**src/sv/hvn_pkg.sv**
```systemverilog
// Shared types, constants and step tables for the height-map vertex normal block.
package hvn_pkg;

   localparam int DEF_MAX_WIDTH  = 128;
   localparam int DEF_COORD_BITS = 24;
   localparam int GRID_MAX_ROWS  = 128;
   localparam int GRID_REG_W     = 8;
   localparam int CSR_IDX_W      = 2;
   localparam int NORMAL_W       = 16;
   localparam int VERTEX_IDX_W   = 7;
   localparam int STEP_W         = 6;

   // Step counts of the shared multiplier, square root and divider sequences.
   localparam logic [STEP_W-1:0] CROSS_STEPS = 6'd6;
   localparam logic [STEP_W-1:0] SQ_STEPS    = 6'd3;
   localparam logic [STEP_W-1:0] SQRT_LAST   = 6'd31;
   localparam logic [STEP_W-1:0] DIV_LAST    = 6'd15;
   localparam logic [1:0]        COMP_LAST   = 2'd2;

   typedef enum logic [CSR_IDX_W-1:0] {
      CSR_GRID_WIDTH  = 2'd0,
      CSR_GRID_HEIGHT = 2'd1
   } csr_index_type;

   typedef enum logic [3:0] {
      ST_IDLE,
      ST_DIFF,
      ST_CROSS,
      ST_FACE,
      ST_NLOAD,
      ST_NSHIFT,
      ST_NSQ,
      ST_NSQRT,
      ST_NDIV,
      ST_OUT
   } state_type;

   typedef enum logic [3:0] {
      MUL_AY_BZ,
      MUL_AZ_BY,
      MUL_AZ_BX,
      MUL_AX_BZ,
      MUL_AX_BY,
      MUL_AY_BX,
      MUL_SQ_X,
      MUL_SQ_Y,
      MUL_SQ_Z
   } mul_sel_type;

   typedef enum logic [3:0] {
      ACC_NONE,
      ACC_CX_SET,
      ACC_CX_SUB,
      ACC_CY_SET,
      ACC_CY_SUB,
      ACC_CZ_SET,
      ACC_CZ_SUB,
      ACC_SS_SET,
      ACC_SS_ADD
   } acc_op_type;

   typedef struct packed {
      logic        accept;
      logic        diff;
      logic        mul_en;
      mul_sel_type mul_sel;
      acc_op_type  acc_op;
      logic        face;
      logic        nload;
      logic        nsel;
      logic        shift;
      logic        sqrt_init;
      logic        sqrt_step;
      logic        div_init;
      logic        div_step;
      logic        div_last;
      logic [1:0]  comp;
      logic        out_load;
      logic        out_second;
   } cmd_type;

   typedef struct packed {
      logic row_zero;
      logic two;
      logic zero;
      logic high;
   } status_type;

   // Cross product: cx = ay*bz - az*by, cy = az*bx - ax*bz, cz = ax*by - ay*bx.
   function automatic mul_sel_type cross_mul(input logic [STEP_W-1:0] step);
      mul_sel_type sel;
      case (step)
         6'd0:    sel = MUL_AY_BZ;
         6'd1:    sel = MUL_AZ_BY;
         6'd2:    sel = MUL_AZ_BX;
         6'd3:    sel = MUL_AX_BZ;
         6'd4:    sel = MUL_AX_BY;
         default: sel = MUL_AY_BX;
      endcase
      return sel;
   endfunction

   // The product of a step is accumulated from prod_ff in the step after it.
   function automatic acc_op_type cross_acc(input logic [STEP_W-1:0] step);
      acc_op_type op;
      case (step)
         6'd1:    op = ACC_CX_SET;
         6'd2:    op = ACC_CX_SUB;
         6'd3:    op = ACC_CY_SET;
         6'd4:    op = ACC_CY_SUB;
         6'd5:    op = ACC_CZ_SET;
         6'd6:    op = ACC_CZ_SUB;
         default: op = ACC_NONE;
      endcase
      return op;
   endfunction

endpackage

```
**src/sv/hvn_ctrl.sv**
```systemverilog
// Sequencer that steps the datapath through face, square-root and divide phases.
module hvn_ctrl (
   input  logic                clock,
   input  logic                reset,
   input  logic                req_valid,
   output logic                req_stall,
   output logic                rsp_valid,
   input  logic                rsp_stall,
   input  hvn_pkg::status_type status,
   output hvn_pkg::cmd_type    cmd
);
   import hvn_pkg::*;

   state_type         state_ff, state_in;
   logic [STEP_W-1:0] cnt_ff, cnt_in;
   logic [1:0]        comp_ff, comp_in;
   logic              second_ff, second_in;
   logic              rsp_valid_ff, rsp_valid_in;

   always_ff @(posedge clock) begin
      if (reset) begin
         state_ff     <= ST_IDLE;
         cnt_ff       <= '0;
         comp_ff      <= '0;
         second_ff    <= 1'b0;
         rsp_valid_ff <= 1'b0;
      end else begin
         state_ff     <= state_in;
         cnt_ff       <= cnt_in;
         comp_ff      <= comp_in;
         second_ff    <= second_in;
         rsp_valid_ff <= rsp_valid_in;
      end
   end

   always_comb begin
      state_in  = state_ff;
      cnt_in    = cnt_ff;
      comp_in   = comp_ff;
      second_in = second_ff;
      cmd       = '0;
      cmd.comp  = comp_ff;
      req_stall = (state_ff != ST_IDLE);
      case (state_ff)
         ST_IDLE: begin
            if (req_valid) begin
               cmd.accept = 1'b1;
               // Vertices of the first row only fill the line buffer.
               if (!status.row_zero) begin
                  state_in = ST_DIFF;
               end
            end
         end
         ST_DIFF: begin
            cmd.diff = 1'b1;
            cnt_in   = '0;
            state_in = ST_CROSS;
         end
         ST_CROSS: begin
            if (cnt_ff < CROSS_STEPS) begin
               cmd.mul_en  = 1'b1;
               cmd.mul_sel = cross_mul(cnt_ff);
            end
            cmd.acc_op = cross_acc(cnt_ff);
            if (cnt_ff == CROSS_STEPS) begin
               state_in = ST_FACE;
            end else begin
               cnt_in = cnt_ff + 6'd1;
            end
         end
         ST_FACE: begin
            cmd.face  = 1'b1;
            second_in = 1'b0;
            state_in  = ST_NLOAD;
         end
         ST_NLOAD: begin
            cmd.nload = 1'b1;
            cmd.nsel  = second_ff;
            state_in  = ST_NSHIFT;
         end
         ST_NSHIFT: begin
            if (status.zero) begin
               state_in = ST_OUT;
            end else if (status.high) begin
               cmd.shift = 1'b1;
            end else begin
               cnt_in   = '0;
               state_in = ST_NSQ;
            end
         end
         ST_NSQ: begin
            if (cnt_ff < SQ_STEPS) begin
               cmd.mul_en = 1'b1;
               case (cnt_ff)
                  6'd0:    cmd.mul_sel = MUL_SQ_X;
                  6'd1:    cmd.mul_sel = MUL_SQ_Y;
                  default: cmd.mul_sel = MUL_SQ_Z;
               endcase
            end
            cmd.sqrt_init = (cnt_ff == 6'd0);
            if (cnt_ff == 6'd1) begin
               cmd.acc_op = ACC_SS_SET;
            end else if (cnt_ff != 6'd0) begin
               cmd.acc_op = ACC_SS_ADD;
            end
            if (cnt_ff == SQ_STEPS) begin
               cnt_in   = '0;
               state_in = ST_NSQRT;
            end else begin
               cnt_in = cnt_ff + 6'd1;
            end
         end
         ST_NSQRT: begin
            cmd.sqrt_step = 1'b1;
            if (cnt_ff == SQRT_LAST) begin
               cnt_in   = '0;
               comp_in  = '0;
               state_in = ST_NDIV;
            end else begin
               cnt_in = cnt_ff + 6'd1;
            end
         end
         ST_NDIV: begin
            cmd.div_init = (cnt_ff == 6'd0);
            cmd.div_step = (cnt_ff != 6'd0);
            cmd.div_last = (cnt_ff == DIV_LAST);
            if (cnt_ff == DIV_LAST) begin
               cnt_in = '0;
               if (comp_ff == COMP_LAST) begin
                  state_in = ST_OUT;
               end else begin
                  comp_in = comp_ff + 2'd1;
               end
            end else begin
               cnt_in = cnt_ff + 6'd1;
            end
         end
         ST_OUT: begin
            if (!rsp_valid_ff || !rsp_stall) begin
               cmd.out_load   = 1'b1;
               cmd.out_second = second_ff;
               if (status.two && !second_ff) begin
                  second_in = 1'b1;
                  state_in  = ST_NLOAD;
               end else begin
                  state_in = ST_IDLE;
               end
            end
         end
         default: begin
            state_in = ST_IDLE;
         end
      endcase
      if (cmd.out_load) begin
         rsp_valid_in = 1'b1;
      end else begin
         rsp_valid_in = rsp_valid_ff && rsp_stall;
      end
   end

   assign rsp_valid = rsp_valid_ff;

endmodule

```
**config.mk**
```make
export PLATFORM = sky130hd
export DESIGN_NAME = hvn_ctrl
export DESIGN_NICKNAME = d
export VERILOG_FILES = /design/src/sv/hvn_pkg.sv /design/src/sv/hvn_ctrl.sv
export SDC_FILE = /design/constraint.sdc
export NUM_CORES = 1
export LEC_CHECK = 0
export BUFFER_PORTS_ARGS = -buffer_cell sky130_fd_sc_hd__clkbuf_2
export CORE_MARGIN = 5
export CORE_UTILIZATION = 40
export CTS_CLUSTER_SIZE = 28
export DETAILED_ROUTE_END_ITERATION = 12
export PLACE_DENSITY_LB_ADDON = 0.1
export SYNTH_ARGS = -nofsm -noshare
export SYNTH_HDL_FRONTEND = slang
export SYNTH_SLANG_ARGS = --single-unit
```
**constraint.sdc**
```tcl
create_clock -name clock -period 2.5 [get_ports clock]
set_clock_uncertainty 0.05 [all_clocks]
set_input_delay 0.5 -clock clock [delete_from_list [all_inputs] [get_ports clock]]
set_output_delay 0.5 -clock clock [all_outputs]
set_load 0.02 [all_outputs]
```
==> run_results.csv, run 1 <==
group,metric,value,unit
yosys,yosysSeqAreaShare,0.207,
clock_tree,cts.sinks,14,
detailed_routing,drc,0,
timing,min_period,2.44,ns
yosys,ys_ff_latch,14,
floorplanning,design.die.area,4650,µm²
worst_setup_path,critPathArrivalTime,1.89,ns
clock_tree,cts-root-buf,"clkbuf_4",
timing,max_slew_margin,0.730,
detailed_routing,ant_nets,0,
grt,grt-ovfl-total,0,
timing,hold_viol_final,0,
grt,antenna_found_initial,0,
yosys,syn-num-nets,200,
grt,use_met1,0.260,
grt,use_met3,0.0279,
timing,setup-violations-final,0,
clock_tree,clk_pin_slew_worst_paths,0.10,ns
power_and_ir_drop,power.density,686,nW/µm²
timing,slew_violations,0,
power_and_ir_drop,power_leakage,0.681,nW
yosys,synth_edf_count,0,
layout,final_common_cell,"clkbuf_2",
hold_path,hold_start,"rsp_stall",
layout,synthToLayoutAreaGrowth,23.2,%
power_and_ir_drop,ir_worst_vdd,482,µV
place,dpl_cell_area,1570,µm²
yosys,synth.cell_area,1350,µm²
place,detailedPlace.worstSlack,0.152,ns
yosys,synthXorXnorAreaFrac,0,
grt,gr-max-usage-layer,"met2",
yosys,synthArstFlopShare,0,
grt,first_global_vias,1453,
hold_path,min_path_type,"in -> reg",
layout,seqCellArea,285,µm²
layout,finalNetCount,239,
layout,antenna_cells,0,
detailed_routing,dr.pass1.iters,5,
yosys,synth.distinct_cells,51,
grt,grt_usage,0.189,
layout,fillers,350,
place,gp_congestion,0.876,
worst_setup_path,r2r_end,"cnt_ff[5]$_SDFFE_PP0P_",
timing,min_period_over_period,0.975,
yosys,synth_top_family_by_area,"simple AND/OR/NAND/NOR gates",
hold_path,min_path_cells,3,
worst_setup_path,cp.required,1.95,ns
detailed_routing,via_per_inst,5.61,
run,drv_cap,0,
worst_setup_path,crit_start,"cnt_ff[0]$_SDFFE_PP0P_",
run_status,status,"complete, no violations",
floorplanning,rows,21,
yosys,synth_fa_ha_area_frac,0.0462,
yosys,yosys-mux-area-fraction,0.00739,
timing,fmax,0.410,GHz
yosys,ys_warn_count,0,
place,dp_hpwl,3.11,mm
worst_setup_path,reg2reg_depth,6,
clock_tree,ctsHoldBuffers,0,
layout,layout_common_cells,"31 x clkbuf_2, 18 x nand2_1, 18 x o21ai_0",
yosys,synth_ff_type,"dfxtp_1",
place,numPortBuffers,33,
yosys,synthSimpleGateAreaFrac,0.391,
worst_setup_path,r2r_start,"cnt_ff[0]$_SDFFE_PP0P_",
yosys,avgSynthCellArea,7.24,µm²
timing,tightest_slew,0.404,ns
layout,drive_above_1_share,0.329,
floorplanning,start_util,0.409,
clock_tree,cts_buffer_depth,2,
clock_tree,cts_tree,"done",
worst_setup_path,start_kind,"flip-flop",
layout,multi_input_area,1010,µm²
clock_tree,htree_levels,1,
clock_tree,cts_buffers,3,
worst_setup_path,crit_path_end_kind,"output port",
yosys,syn_inst,187,
floorplanning,die_h,68.2,µm
worst_setup_path,criticalPathCategory,"reg -> out",
yosys,synth_compound_area_frac,0.262,
floorplanning,die_w,68.2,µm
detailed_routing,vias,1521,
floorplanning,core,3310,µm²
hold_path,hold_end,"rsp_valid$_SDFF_PP0_",
detailed_routing,drtIter0Drc,93,
detailed_routing,routed_wl,4.10,mm
worst_setup_path,cp_max_fo,7,
floorplanning,ios,34,
clock_tree,clk-insertion-delay-late,0.30,ns
timing,worst_slack,0.0616,ns
detailed_routing,wl_per_cell,15.1,µm
grt,grt_pass1_wl,6.76,mm
grt,grt_max_degree,16,
grt,met2_usage,0.298,
worst_setup_path,r2r_slack,0.24,ns
layout,fin_area,1670,µm²
[sequential cells by signal, indices dropped and copies added, names as in the netlist]
name       count
second_ff      1
rsp_valid      1
comp_ff        2
state_ff       4
cnt_ff         6
[worst max-delay path: stages, from the launching register on]
cell      delay, ns
dfxtp_1        0.42
inv_1          0.11
ha_1           0.30
nor2b_1        0.17
o22ai_1        0.15
nor2_1         0.07
o22ai_1        0.17
clkbuf_2       0.20
[how the worst max path moves through the flow]
stage,to
final,cmd[17]
after CTS,cmd[19]
after detailed placement,cmd[18]
after floorplan,cmd[18]
after global routing,cmd[17]
after global placement,cmd[18]
[Yosys cell counts (2+ instances only)]
| master | instances | area share |
|---|---|---|
| a31oi_1 | 3 | 0.014 |
| o21ai_0 | 18 | 0.067 |
| dfxtp_1 | 14 | 0.21 |
| nand4bb_1 | 2 | 0.017 |
| and2_1 | 3 | 0.014 |
| nand4_1 | 2 | 0.0092 |
| nand2_1 | 18 | 0.050 |
| nor2_1 | 17 | 0.047 |
| or3_1 | 2 | 0.0092 |
| buf_2 | 5 | 0.018 |
| a21oi_1 | 15 | 0.055 |
| nand3_1 | 8 | 0.030 |
| buf_6 | 4 | 0.033 |
| o22ai_1 | 5 | 0.023 |
| nand4b_1 | 2 | 0.013 |
| a22oi_1 | 2 | 0.011 |
| or3b_2 | 2 | 0.013 |
| and3_1 | 5 | 0.023 |
| o31ai_1 | 2 | 0.011 |
| ha_1 | 5 | 0.046 |
| or4_1 | 3 | 0.017 |
| nor2b_1 | 5 | 0.023 |
| inv_1 | 9 | 0.025 |
| nand2b_1 | 4 | 0.018 |
| nor3_1 | 6 | 0.022 |
[metal layers]
layer	up-vias	part of all wire
met4	0	0.012
met2	51	0.46
met1	696	0.46
met5	-	0
met3	4	0.069
li1	770	-
[cell type report]
class,instances,area share
inverter,9,0.0203
sequential,14,0.171
multi-input combinational,154,0.604
timing repair buffer,44,0.149
tap,46,0.0345
clock buffer,4,0.0218
[cell families (layout without fill, tap and decap cells)]
group | after synthesis | after routing
AOI/OAI and AO/OA | 57 | 57
adders and majority gates | 5 | 5
buffers and inverters | 19 | 57
DFF | 14 | 14
muxes | 1 | 1
and+or+nand+nor | 91 | 91
[per-stage QoR]
step / utilization / power, W / hold slack (ns) / instances / TNS, ns
floorplan: - / 0.000802 / 0.421 / 187 / 0
global placement: 0.474 / 0.000933 / 0.435 / 266 / 0
detailed placement: 0.474 / 0.000942 / 0.458 / 266 / 0
CTS: 0.491 / 0.00113 / 0.439 / 270 / 0
global route: 0.504 / 0.00123 / 0.458 / 271 / -0.0105
finish: 0.504 / 0.00114 / 0.451 / 271 / 0
[timing repair]
action,4_1_cts,5_1_grt
buffers inserted,0,1
pin swaps,0,2
endpoints found under the setup margin,4,5
gates resized for setup,6,12
[power breakdown]
part	internal, W	leakage, nW	switching, W
Combinational	0.000244	0.545	0.000418
Clock	0.0000889	0.0210	0.0000910
Sequential	0.000251	0.115	0.0000524
No activity file was read; power rests on OpenSTA's default activity.
==> run 2, diff against run 1 <==
==> constraint.sdc (replaced) <==
create_clock -name clock -period 2 [get_ports clock]
set_clock_uncertainty 0.05 [all_clocks]
set_input_delay 0.4 -clock clock [delete_from_list [all_inputs] [get_ports clock]]
set_output_delay 0.4 -clock clock [all_outputs]
set_load 0.02 [all_outputs]
==> run 2 against run 1 <==
The run now ends with negative setup slack left. Sequential share of layout area fell by 5.3 points. Sequential power rose by 29%. Register-to-register slack got worse by 0.38 ns. Via count rose by 33%. Critical path type unchanged. Clock power fell by 3%. Hold slack got worse by 0.063 ns. Flip-flop and latch count did not move. Wire length rose by 52%. Combinational power rose by 150%.
==> run_results.csv, run 2 (synthesized netlist as in run 1, its figures left out) <==
group,metric,value,unit
floorplanning,rows,21,
floorplanning,die_w,68.2,µm
timing,fmax,0.425,GHz
hold_path,min_path_cells,2,
run_status,status,"finished, violations left",
layout,finalNetCount,306,
layout,top_regs,"cnt_ff: 6 flops, state_ff: 4 flops, comp_ff: 2 flops",
worst_setup_path,crit_slowest_cell,"dfxtp_4",
power_and_ir_drop,power_leakage,1.12,nW
detailed_routing,wl_per_cell,18.5,µm
worst_setup_path,crit_path_end_kind,"output port",
worst_setup_path,reg2reg_depth,8,
worst_setup_path,crit_chain,"nor2b_2 -> nand4_1 -> nor3_2 -> a21oi_2 -> o22ai_2 -> clkbuf_8",
place,gp_congestion,0.925,
timing,slew_violations,0,
detailed_routing,dr.pass1.iters,5,
timing,grt_setup_unrepaired,"yes",
layout,antenna_cells,0,
place,numPortBuffers,33,
layout,drive_above_1_share,0.622,
detailed_routing,drc,0,
layout,largest-register,"cnt_ff",
clock_tree,cts-root-buf,"clkbuf_4",
place,dp_hpwl,3.65,mm
clock_tree,clk_pin_slew_worst_paths,0.10,ns
clock_tree,cts_buffer_depth,2,
grt,first_global_vias,1920,
layout,largest_reg_flops,6,
worst_setup_path,start_kind,"flip-flop",
layout,fillers,207,
timing,worst_slack,-0.351,ns
grt,grt_max_degree,12,
clock_tree,ctsHoldBuffers,0,
power_and_ir_drop,finalPower,0.00218,W
timing,min_period,2.35,ns
run_status,violations,"negative setup slack",
power_and_ir_drop,ir_worst_vdd,765,µV
timing,min_period_over_period,1.18,
power_and_ir_drop,power.density,823,nW/µm²
floorplanning,start_util,0.409,
layout,layout_common_cells,"58 x buf_4, 24 x buf_6, 17 x clkbuf_2",
timing,max_slew_margin,0.787,
floorplanning,design.die.area,4650,µm²
grt,grt-ovfl-total,0,
place,detailedPlace.worstSlack,-0.0387,ns
floorplanning,ios,34,
clock_tree,htree_levels,1,
layout,synthToLayoutAreaGrowth,95.7,%
grt,grt_usage,0.245,
detailed_routing,routed_wl,6.24,mm
grt,antenna_found_initial,0,
floorplanning,die_h,68.2,µm
timing,tightest_slew,0.319,ns
clock_tree,cts_buffers,3,
clock_tree,clk-insertion-delay-late,0.30,ns
worst_setup_path,cp_slowest_stage_delay,0.42,ns
floorplanning,core,3310,µm²
clock_tree,cts_tree,"done",
hold_path,min_path_type,"in -> reg",
grt,grt_pass1_wl,8.56,mm
run,drv_cap,0,
detailed_routing,via_per_inst,6.02,
detailed_routing,vias,2028,
timing,hold_viol_final,0,
worst_setup_path,criticalPathCategory,"reg -> out",
worst_setup_path,critPathArrivalTime,1.90,ns
detailed_routing,ant_nets,0,
clock_tree,cts.sinks,14,
layout,final_common_cell,"buf_4",
timing,setup-violations-final,17,
worst_setup_path,cp.required,1.55,ns
detailed_routing,drtIter0Drc,153,
worst_setup_path,cp_max_fo,6,
[run 2: cell types whose count changed in the layout (fill, tap and decap cells not counted), sizes merged]
cell      delta
buf         +79
clkbuf      -13
clkinvlp     +1
inv          -1
[run 2: worst paths after layout]
check,to,startpoint,slack (ns)
hold reg to reg,cnt_ff[1]$_SDFFE_PP0P_,cnt_ff[1]$_SDFFE_PP0P_,0.48
setup / recovery,cmd[19],state_ff[1]$_SDFFE_PP0P_,-0.35
setup reg to reg,state_ff[2]$_SDFFE_PP0P_,cnt_ff[0]$_SDFFE_PP0P_,-0.14
hold / removal,rsp_valid$_SDFF_PP0_,reset,0.39
[run 2: metrics by stage]
step | instances | instance area, µm² | setup TNS, ns | util | hold WS (ns)
after floorplan | 187 | 1390 | -0.0353 | - | 0.421
after global placement | 294 | 1810 | -0.00523 | 0.547 | 0.441
after detailed placement | 294 | 1810 | -0.141 | 0.547 | 0.453
after CTS | 322 | 2380 | -2.08 | 0.720 | 0.346
after global routing | 337 | 2650 | -3.74 | 0.800 | 0.393
final | 337 | 2650 | -2.62 | 0.800 | 0.388
[run 2: layout make-up]
type                    count  area [µm²]  share of cell area
multi-input cells         154        1250               0.472
repair buffers            111         963               0.364
flip-flops and latches     14         313               0.118
well taps                  46        57.6              0.0217
inverters                   9        42.5              0.0161
clock buffers               3        22.5             0.00850
[run 2: worst max-delay path: cells and delay by family (launching register included)]
kind | cells | cell delay, ns
AND/OR/NAND/NOR | 3 | 0.80
buffers and inverters | 1 | 0.17
AO/OA/AOI/OAI | 2 | 0.21
flip-flops | 1 | 0.42
[run 2: power by group]
part,switching (W),internal (W),total (W),leakage (nW)
Clock,0.000104,0.0000702,0.000174,0.0138
Sequential,0.0000673,0.000323,0.000390,0.120
Combinational,0.000780,0.000838,0.00162,0.985
Total,0.000951,0.00123,0.00218,1.12
[run 2: metal layers]
layer / share of wire / track usage
met5: 0 / 0
met4: 0.044 / 0.114
met3: 0.080 / 0.0460
met2: 0.51 / 0.438
met1: 0.36 / 0.277
[run 2: what timing repair did]
action | in CTS | in global routing
resized for setup | 101 | 52
setup buffers | 38 | 18
pin swaps | 29 | 18
setup endpoints to repair | 21 | 24
